<file path="src/design/rfla_pkg.sv">
`timescale 1ns / 1ps

package rfla_pkg;

  localparam int COORD_BITS     = 14;
  localparam int SIZE_BITS      = COORD_BITS + 1;
  localparam int STAMP_BITS     = 32;
  localparam int AREA_BITS      = 2 * SIZE_BITS;
  localparam int FREE_SLOTS_DEF = 64;

  localparam logic [SIZE_BITS-1:0] ATLAS_RESET = SIZE_BITS'(1024);

  // config register indexes
  localparam logic [0:0] CFG_ATLAS_WIDTH  = 1'b0;
  localparam logic [0:0] CFG_ATLAS_HEIGHT = 1'b1;

  typedef enum logic [1:0] {
    FUNC_ALLOC = 2'd0,
    FUNC_FREE  = 2'd1,
    FUNC_CLEAR = 2'd2
  } func_e;

  typedef enum logic [1:0] {
    STATUS_OK     = 2'd0,
    STATUS_NO_FIT = 2'd1,
    STATUS_FULL   = 2'd2
  } status_e;

  typedef enum logic [1:0] {
    ST_IDLE,
    ST_SCAN,
    ST_DECIDE,
    ST_TRIM
  } state_e;

  typedef struct packed {
    logic [1:0]            func;
    logic [SIZE_BITS-1:0]  req_width;
    logic [SIZE_BITS-1:0]  req_height;
    logic [COORD_BITS-1:0] free_x;
    logic [COORD_BITS-1:0] free_y;
  } req_t;

  typedef struct packed {
    logic [1:0]            status;
    logic [COORD_BITS-1:0] place_x;
    logic [COORD_BITS-1:0] place_y;
  } result_t;

  typedef struct packed {
    logic [COORD_BITS-1:0] x;
    logic [COORD_BITS-1:0] y;
    logic [SIZE_BITS-1:0]  w;
    logic [SIZE_BITS-1:0]  h;
  } rect_t;

  typedef struct packed {
    rect_t                 rect;
    logic [STAMP_BITS-1:0] stamp;
  } entry_t;

  // table write-side control
  typedef struct packed {
    logic wr;       // write entry, mark valid
    logic clr_one;  // drop entry at write address
    logic clr_all;  // drop all entries (a same-cycle write still lands)
  } tbl_op_t;

endpackage

</file>
<file path="src/design/rfla_fit.sv">
`timescale 1ns / 1ps

module rfla_fit import rfla_pkg::*; #(
  parameter int IDX_BITS = $clog2(FREE_SLOTS_DEF)
) (
  input  logic                 clk,
  input  logic                 rst,
  input  logic                 clear,
  input  logic                 in_vld,
  input  entry_t               in_entry,
  input  logic [IDX_BITS-1:0]  in_idx,
  input  logic [SIZE_BITS-1:0] need_w,
  input  logic [SIZE_BITS-1:0] need_h,
  output logic                 best_found,
  output logic [IDX_BITS-1:0]  best_idx,
  output entry_t               best
);

  // stage A: fit test and area product
  logic                 a_vld;
  logic [AREA_BITS-1:0] a_area;
  entry_t               a_entry;
  logic [IDX_BITS-1:0]  a_idx;
  logic                 fits;

  // stage B: running best
  logic [AREA_BITS-1:0] best_area;
  logic                 better;

  assign fits = in_vld && (in_entry.rect.w >= need_w) && (in_entry.rect.h >= need_h);

  always_ff @(posedge clk) begin
    if (rst || clear) begin
      a_vld <= 1'b0;
    end else begin
      a_vld <= fits;
    end
  end

  always_ff @(posedge clk) begin
    a_area  <= AREA_BITS'(in_entry.rect.w) * AREA_BITS'(in_entry.rect.h);
    a_entry <= in_entry;
    a_idx   <= in_idx;
  end

  // smaller area wins; on equal area the larger stamp wins
  assign better = !best_found || (a_area < best_area) ||
                  ((a_area == best_area) && (a_entry.stamp > best.stamp));

  always_ff @(posedge clk) begin
    if (rst || clear) begin
      best_found <= 1'b0;
    end else if (a_vld && better) begin
      best_found <= 1'b1;
    end
  end

  always_ff @(posedge clk) begin
    if (a_vld && better && !clear) begin
      best_area <= a_area;
      best      <= a_entry;
      best_idx  <= a_idx;
    end
  end

endmodule

</file>
<file path="config.mk">
export PLATFORM = sky130hd
export DESIGN_NAME = rfla_fit
export DESIGN_NICKNAME = d
export VERILOG_FILES = /design/src/design/rfla_pkg.sv /design/src/design/rfla_fit.sv
export SDC_FILE = /design/constraint.sdc
export NUM_CORES = 1
export LEC_CHECK = 0
export BUFFER_PORTS_ARGS = -buffer_cell sky130_fd_sc_hd__buf_4
export CAP_MARGIN = 25
export CORE_MARGIN = 4
export CORE_UTILIZATION = 45
export CTS_BUF_LIST = sky130_fd_sc_hd__clkbuf_4 sky130_fd_sc_hd__clkbuf_8
export DETAILED_ROUTE_END_ITERATION = 16
export PLACE_DENSITY = 0.65
export SETUP_SLACK_MARGIN = 0.02
export SLEW_MARGIN = 10
export SYNTH_ARGS = -nofsm -noshare
export SYNTH_HDL_FRONTEND = slang
export SYNTH_SLANG_ARGS = --single-unit
export TNS_END_PERCENT = 5
</file>
<file path="constraint.sdc">
create_clock -name clk -period 13.9 [get_ports clk]
set_input_delay 2.78 -clock clk [delete_from_list [all_inputs] [get_ports clk]]
set_output_delay 2.78 -clock clk [all_outputs]
set_load 0.005 [all_outputs]
</file>
# [After elaboration in Yosys (flattened, before gate mapping)]
# Index checks and enable logic that the tools add are counted.
[classes] order_cmp=4 n_eq_ne=1 multipliers=1 reduce_logical=10
[ops] op="$gt 32x32->1" n=1
[ops] op="$eq 30x30->1" n=1
[ops] op="$ge 15x15->1" n=2
[ops] op="$lt 30x30->1" n=1
[ops] op="$mul 15x15->30" n=1
[ops] op="$logic_and 1x1->1" n=5
[ops] op="$logic_or 1x1->1" n=3
[ops] op="$logic_not 1->1" n=2
[totals] regBits=254 out_inout_bits=97

# [Longest topological paths before layout]
# Gate-level depths: netlist of run 1.
[depth] depth_word=5 mapped_depth=23

# [Worst setup path after synthesis of run 1]
# No wires, ideal clock.
[synth_timing] kind="input to register" from="input port clear" to="register best[0] (netlist bit), enable pin" setup_ps=627 arrival_ps=8722 setup_slack_ps=4551 cell_stages=3 cell_sequence="nor4_1 > nand4b_1 > o21ai_1"
[synth_via] elab_chain_cells=2
[synth_rtl] element="start: declaration" line_no="rfla_fit.sv:8" text="input logic clear,"
[synth_rtl] element="$logic_not 1->1" line_no="rfla_fit.sv:59" text="if (a_vld && better && !clear) begin"
[synth_rtl] element="$logic_and 1x1->1" line_no="rfla_fit.sv:59"
[synth_rtl] element="end signal: assignment" line_no="rfla_fit.sv:61" text="best <= a_entry;"
[synth_rtl] element="end: declaration" line_no="rfla_fit.sv:16" text="output entry_t best"
# No other way between the ends.
# A chain may end at the register's enable or synchronous reset.

# [Final worst setup path of run 1]
[layout_timing] from="input port in_entry[56] (netlist bit)" to="register a_area[25]"
[layout_via] elab_chain_cells=1
[layout_rtl] element="start: declaration" line_no="rfla_fit.sv:10" text="input entry_t in_entry,"
[layout_rtl] element="$mul 15x15->30" line_no="rfla_fit.sv:41" text="a_area <= AREA_BITS'(in_entry.rect.w) * AREA_BITS'(in_entry.rect.h);"
[layout_rtl] element="end signal: assignment" line_no="rfla_fit.sv:41"
[layout_rtl] element="end: declaration" line_no="rfla_fit.sv:21" text="logic [AREA_BITS-1:0] a_area;"
# No other way between the ends.

==> flow_metrics.tcl, run 1 <==
set metrics [dict create \
    cts_hold_buf 0 \
    critPathArrivalTime_ns 8.57 \
    worst_pin_slew_ns 0.842 \
    cts_resized 0 \
    cts_root_buf "clkbuf_8" \
    num_vias 10800 \
    globalRouteOverflowTotal 0 \
    first_pass_iters 4 \
    layout.cells.non_filler 2182 \
    hold_end "best_idx[4]" \
    async_flop_share_pct 0 \
    drc 0 \
    dp_hpwl_mm 26.6 \
    cts_buffers 44 \
    worst-path-max-fanout 17 \
    yosys_warnings 0 \
    syn_to_final_growth_pct 18.8 \
    slew_viol_final 0 \
    worst-setup-path-type "in2reg" \
    grt_max_degree 66 \
    hp-start "a_idx[4]" \
    min_path_cells 0 \
    wire_per_inst_um 15.7 \
    placed_cell_area_um2 18500 \
    synth_top_area_cell "edfxtp_1" \
    reg2reg_to "best[53]" \
    avgSynthCellArea_um2 11.2 \
    grt_pass1_wl_mm 56.5 \
    relSlewSlack_pct 43.9 \
    ys_ff_latch 254 \
    regToRegSetupSlack_ns 9.82 \
    required_ns 14.37 \
    yosysTopAreaCellShare_pct 23.2 \
    fill_cells 3138 \
    coreArea_um2 35700 \
    htreeDepth 2 \
    yosysMostFrequentCell "inv_1" \
    synthTopCellsByArea "edfxtp_1 (23%), fa_1 (21%), dfxtp_1 (16%), ha_1 (14%), inv_1 (6.8%)" \
    io_pins 227 \
    p_leak_nw 9.49 \
    pre_cts_slack_ns 5.27 \
    cts_tree "built" \
    hold_viol 0 \
    clkSlewWorstSetupHoldPaths_ns 0.06 \
    regToRegStartpoint "best_area[3]" \
    rsz0062_at_grt "no" \
    worst_setup_path_end_kind "flip-flop" \
    die_h_um 198 \
    clkPwrFrac_pct 16.5 \
    synth_top_flop_cell "dfxtp_1" \
    synth-edff-count 126 \
    max_freq_ghz 0.124 \
    postCtsSetupRepairBufs 0 \
    worst_slack_ns 5.80 \
    outcome "complete, no violations" \
    synth_fp_nets 1934 \
    powerDensity_nw_per_um2 207 \
    cts.sinks 254 \
    p_seq_share_pct 23.0 \
    grt.total_usage_pct 17.8 \
    p_int_w 0.00227 \
    nets 2172 \
    grt_pass1_vias 11500 \
    chipWidth_um 198 \
    placementRows 69 \
    diodes 0 \
    place_inst 2104 \
    worst_setup_path_start_kind "input pin" \
    swShare_pct 43.4 \
    cap_violations 0 \
    yosysSeqAreaShare_pct 38.9 \
    clk-insertion-delay-late_ns 0.59 \
    post-route-period-util_pct 58.3 \
    totalWireLength_mm 34.3 \
    power_frac_comb_pct 60.4 \
    synthCells 1451 \
    drtIter0Drc 432 \
    stdcell_area_um2 19400 \
    antenna_found_initial 0 \
    io_buffer_count 226 \
    skew_ns 0.0339 \
    tns_ns 0 \
    gp_congestion 0.854 \
    synth_cell_type_count 55 \
    finalSetupViolations 0 \
    synth_area_um2 16300 \
    cts_buffer_depth 3 \
    start_util_pct 45.7 \
    worstRegToRegCells 12 \
    min_period_ns 8.10 \
    power.switching_w 0.00174 \
    antenna_left 0 \
    irDropWorstVdd_mv 0.255 \
    viasPerCell 4.93 \
    utilization_pct 54.3 \
    synth_commonest_cells "inv_1 (297), ha_1 (186), fa_1 (167)" \
    die_area_um2 39300 \
    drive_gt1_share_pct 18.1 \
    hold_path.class "reg2reg" \
]
stage by stage:
stage / power (W) / hold WS, ns
floorplan: 0.00282 / 0.386
global placement: 0.00332 / 0.386
detailed placement: 0.00336 / 0.389
CTS: 0.00406 / 0.401
global route: 0.00443 / 0.407
finish: 0.00401 / 0.401
sequential cells by signal (all words and copies together) (netlist names):
signal	count
a_entry	90
best	90
a_area	30
best_area	30
a_idx	6
best_idx	6
a_vld	1
best_found	1
area by class of cell:
class	instances	area [µm²]	share of cell area [%]
Tap cell	461	577	2.98
Multi-Input combinational cell	863	8710	45.0
Clock buffer	63	786	4.06
Sequential cell	254	6350	32.8
Clock inverter	15	90.1	0.466
Inverter	297	1110	5.76
Timing Repair Buffer	229	1730	8.95
power by group through the flow:
stage                     sequential (W)  clock (W)  combinational [W]
after floorplan                 0.000928          0            0.00189
final                           0.000924   0.000664            0.00242
after CTS                       0.000926   0.000693            0.00244
after global placement          0.000938          0            0.00238
after global routing            0.000931   0.000728            0.00277
after detailed placement        0.000941          0            0.00242
cell families (layout without fill, tap and decap cells):
logic type,after synthesis,count (layout),synth area share [%]
adder cells (fa/ha/maj),353,353,34.8
AO/OA/AOI/OAI,166,166,6.99
buffers and inverters,334,604,7.70
AND/OR/NAND/NOR,320,320,10.3
flip-flops,254,254,38.9
XOR/XNOR,24,24,1.29
layer usage:
layer	GRT usage, %	share of wire (%)
met1	22.6	42
met2	30.7	50
met3	3.73	5.5
met4	5.53	2.6
met5	0	0
worst max-delay path by stage:
| stage | start | end |
|---|---|---|
| final | in_entry[56] | a_area[25] |
| after global routing | in_entry[57] | a_area[28] |
| after CTS | in_entry[56] | a_area[25] |
| after detailed placement | in_entry[56] | a_area[25] |
| after global placement | in_entry[52] | a_area[25] |
| after floorplan | clear | best[0] |
critical path, cell delays in order:
cell,delay [ns]
buf_4,0.18
and2_1,0.20
fa_1,0.53
inv_1,0.05
fa_1,0.55
inv_1,0.06
fa_1,0.52
fa_1,0.44
fa_1,0.54
inv_1,0.05
fa_1,0.52
inv_1,0.04
ha_1,0.39
a21oi_1,0.17
o21ai_0,0.12
a31oi_1,0.29
o31ai_4,0.15
o311ai_2,0.41
o211ai_2,0.17
o311a_1,0.37
cell usage in the layout, fill, tap and decap left out, types with 4 or more instances in the layout:
cell,synthesis,routed
o21a_1,4,4
a21o_1,46,46
o21ai_1,5,4
dfxtp_1,128,128
fa_1,167,167
edfxtp_1,126,126
nand2_1,110,110
o21ai_0,14,14
nor3_1,5,5
nand3_1,13,13
inv_1,297,297
clkbuf_8,0,50
buf_4,0,228
nand2b_1,4,4
o211ai_1,5,5
nand4_1,14,14
nor2_1,19,19
and4_1,5,5
xnor2_1,17,17
and2_1,136,136
clkinv_2,0,6
clkbuf_4,0,13
clkinv_1,0,5
a21oi_1,51,51
xor2_1,7,7
ha_1,186,186
a31oi_1,4,4
nor2b_1,4,4
Note: power is estimated with default switching activity, not from simulation.
==> run 2, diff against run 1 <==
==> constraint.sdc (replaced) <==
create_clock -name clk -period 8.23 [get_ports clk]
set_input_delay 1.646 -clock clk [delete_from_list [all_inputs] [get_ports clk]]
set_output_delay 1.646 -clock clk [all_outputs]
set_load 0.005 [all_outputs]
==> flow_metrics.tcl, run 2 (synthesis gave the netlist of run 1 again) <==
set metrics [dict create \
    relSlewSlack_pct 62.3 \
    slowest_stage "fa_1" \
    totalWireLength_mm 34.8 \
    start_util_pct 45.7 \
    cts_root_buf "clkbuf_8" \
    p_leak_nw 9.53 \
    chipWidth_um 198 \
    max_stage_delay_ns 0.54 \
    drc 0 \
    die_area_um2 39300 \
    gp_congestion 0.851 \
    cts_hold_buf 0 \
    drtIter0Drc 390 \
    hp-start "a_entry[47]" \
    critPathBufInv 7 \
    globalRouteOverflowTotal 0 \
    antenna_found_initial 0 \
    grt.total_usage_pct 18.2 \
    final_common_cell "inv_1" \
    rsz0062_at_grt "no" \
    cap_violations 0 \
    min_period_ns 6.83 \
    nets 2171 \
    post-route-period-util_pct 82.9 \
    dp_hpwl_mm 26.5 \
    powerDensity_nw_per_um2 353 \
    worstRegToRegCells 12 \
    regToRegSetupSlack_ns 4.65 \
    worst_setup_path_start_kind "input pin" \
    worst-setup-path-type "in2reg" \
    grt_pass1_wl_mm 57.4 \
    num_vias 10700 \
    htreeDepth 2 \
    worst_setup_path_end_kind "flip-flop" \
    critPathArrivalTime_ns 7.30 \
    utilization_pct 54.6 \
    finalSetupViolations 0 \
    syn_to_final_growth_pct 19.6 \
    pre_cts_slack_ns 0.796 \
    antenna_left 0 \
    grt_max_degree 95 \
    grt_use_met2_pct 31.3 \
    grt_util_met1_pct 23.3 \
    required_ns 8.71 \
    place_inst 2103 \
    drive_gt1_share_pct 18.4 \
    tns_ns 0 \
    crit_family "adder cells" \
    grt_pass1_vias 11500 \
    die_h_um 198 \
    cts_tree "built" \
    clkSlewWorstSetupHoldPaths_ns 0.06 \
    layout.cells.non_filler 2184 \
    worst-path-max-fanout 17 \
    wire_per_inst_um 15.9 \
    hold_end "best[47]" \
    cts.sinks 254 \
    worst_slack_ns 1.40 \
    io_pins 227 \
    viasPerCell 4.92 \
    cts_buffer_depth 3 \
    regToRegStartpoint "best_area[7]" \
    mostFrequentLayoutCells "inv_1 (297), buf_4 (226), ha_1 (186)" \
    grt-busiest-layer "met2" \
    cts_resized 0 \
    io_buffer_count 226 \
    fill_cells 3138 \
    coreArea_um2 35700 \
    skew_ns 0.0226 \
    cts_buffers 44 \
    largestRegisters "a_entry (90), best (90)" \
    max_freq_ghz 0.147 \
    irDropWorstVdd_mv 0.447 \
    placementRows 69 \
    slew_viol_final 0 \
    stdcell_area_um2 19500 \
    hold_viol 0 \
    reg2reg_to "best[43]" \
    min_path_cells 0 \
    postCtsSetupRepairBufs 0 \
    placed_cell_area_um2 18500 \
    diodes 0 \
    clk-insertion-delay-late_ns 0.59 \
    worst_pin_slew_ns 0.566 \
    first_pass_iters 5 \
    outcome "complete, no violations" \
    grtUsageMet3_pct 3.83 \
    hold_path.class "reg2reg" \
    path_cells "buf_4 > and2_1 > fa_1 > inv_1 > fa_1 > inv_1 > fa_1 > inv_1 > fa_1 > inv_1 > fa_1 > inv_1 > fa_1 > inv_1 > ha_1 > a21oi_1 > nor2b_1 > a31oi_1 > o31ai_4 > o311ai_2 > o211ai_2 > o311a_1" \
]
-- run 2: worst reg2reg max path, cell delays in order (launching register included) --
cell and delay [ns]:
edfxtp_1 0.35, inv_1 0.07, ha_1 0.24, a21o_1 0.16
a21o_1 0.16, a21o_1 0.16, a21oi_1 0.15, o221ai_1 0.20
a221o_1 0.38, a211o_1 0.35, o21ai_4 0.22, buf_16 0.24
buf_12 0.43
-- run 2: how the worst max path moves through the flow --
stage                     slack [ns]  cells after the start         start          to
after floorplan                 1.17                     22  in_entry[37]  a_area[25]
after global placement          0.82                     22  in_entry[52]  a_area[25]
after detailed placement        0.80                     20  in_entry[56]  a_area[25]
after CTS                       1.44                     22  in_entry[52]  a_area[25]
after global routing            1.05                     20  in_entry[57]  a_area[28]
final                           1.40                     22  in_entry[52]  a_area[25]
-- run 2: final cells by class --
class	count	area [µm²]	share of cell area (%)
multi-input cells	863	8710	44.7
flip-flops and latches	254	6350	32.6
repair buffers	228	1740	8.95
inverters	297	1110	5.72
clock buffers	70	870	4.46
well taps	461	577	2.96
clock inverters	11	128	0.655
-- run 2: stage by stage --
stage	hold WS, ns	total power, W
final	0.395	0.00688
after global routing	0.407	0.00760
after CTS	0.399	0.00700
after detailed placement	0.389	0.00567
after global placement	0.385	0.00561
after floorplan	0.386	0.00476
-- run 2: report_power, final --
part / leakage (nW) / switching [W] / internal [W]
combinational: 6.81 / 0.00235 / 0.00171
sequential: 2.21 / 0.0000534 / 0.00151
clock: 0.512 / 0.000521 / 0.000739
-- run 2: layer usage --
metal  routed length, µm  vias up
li1                    -     5151
met1               14500     5262
met2               17500      273
met3                1980       49
met4                 855        0
met5                   0        -
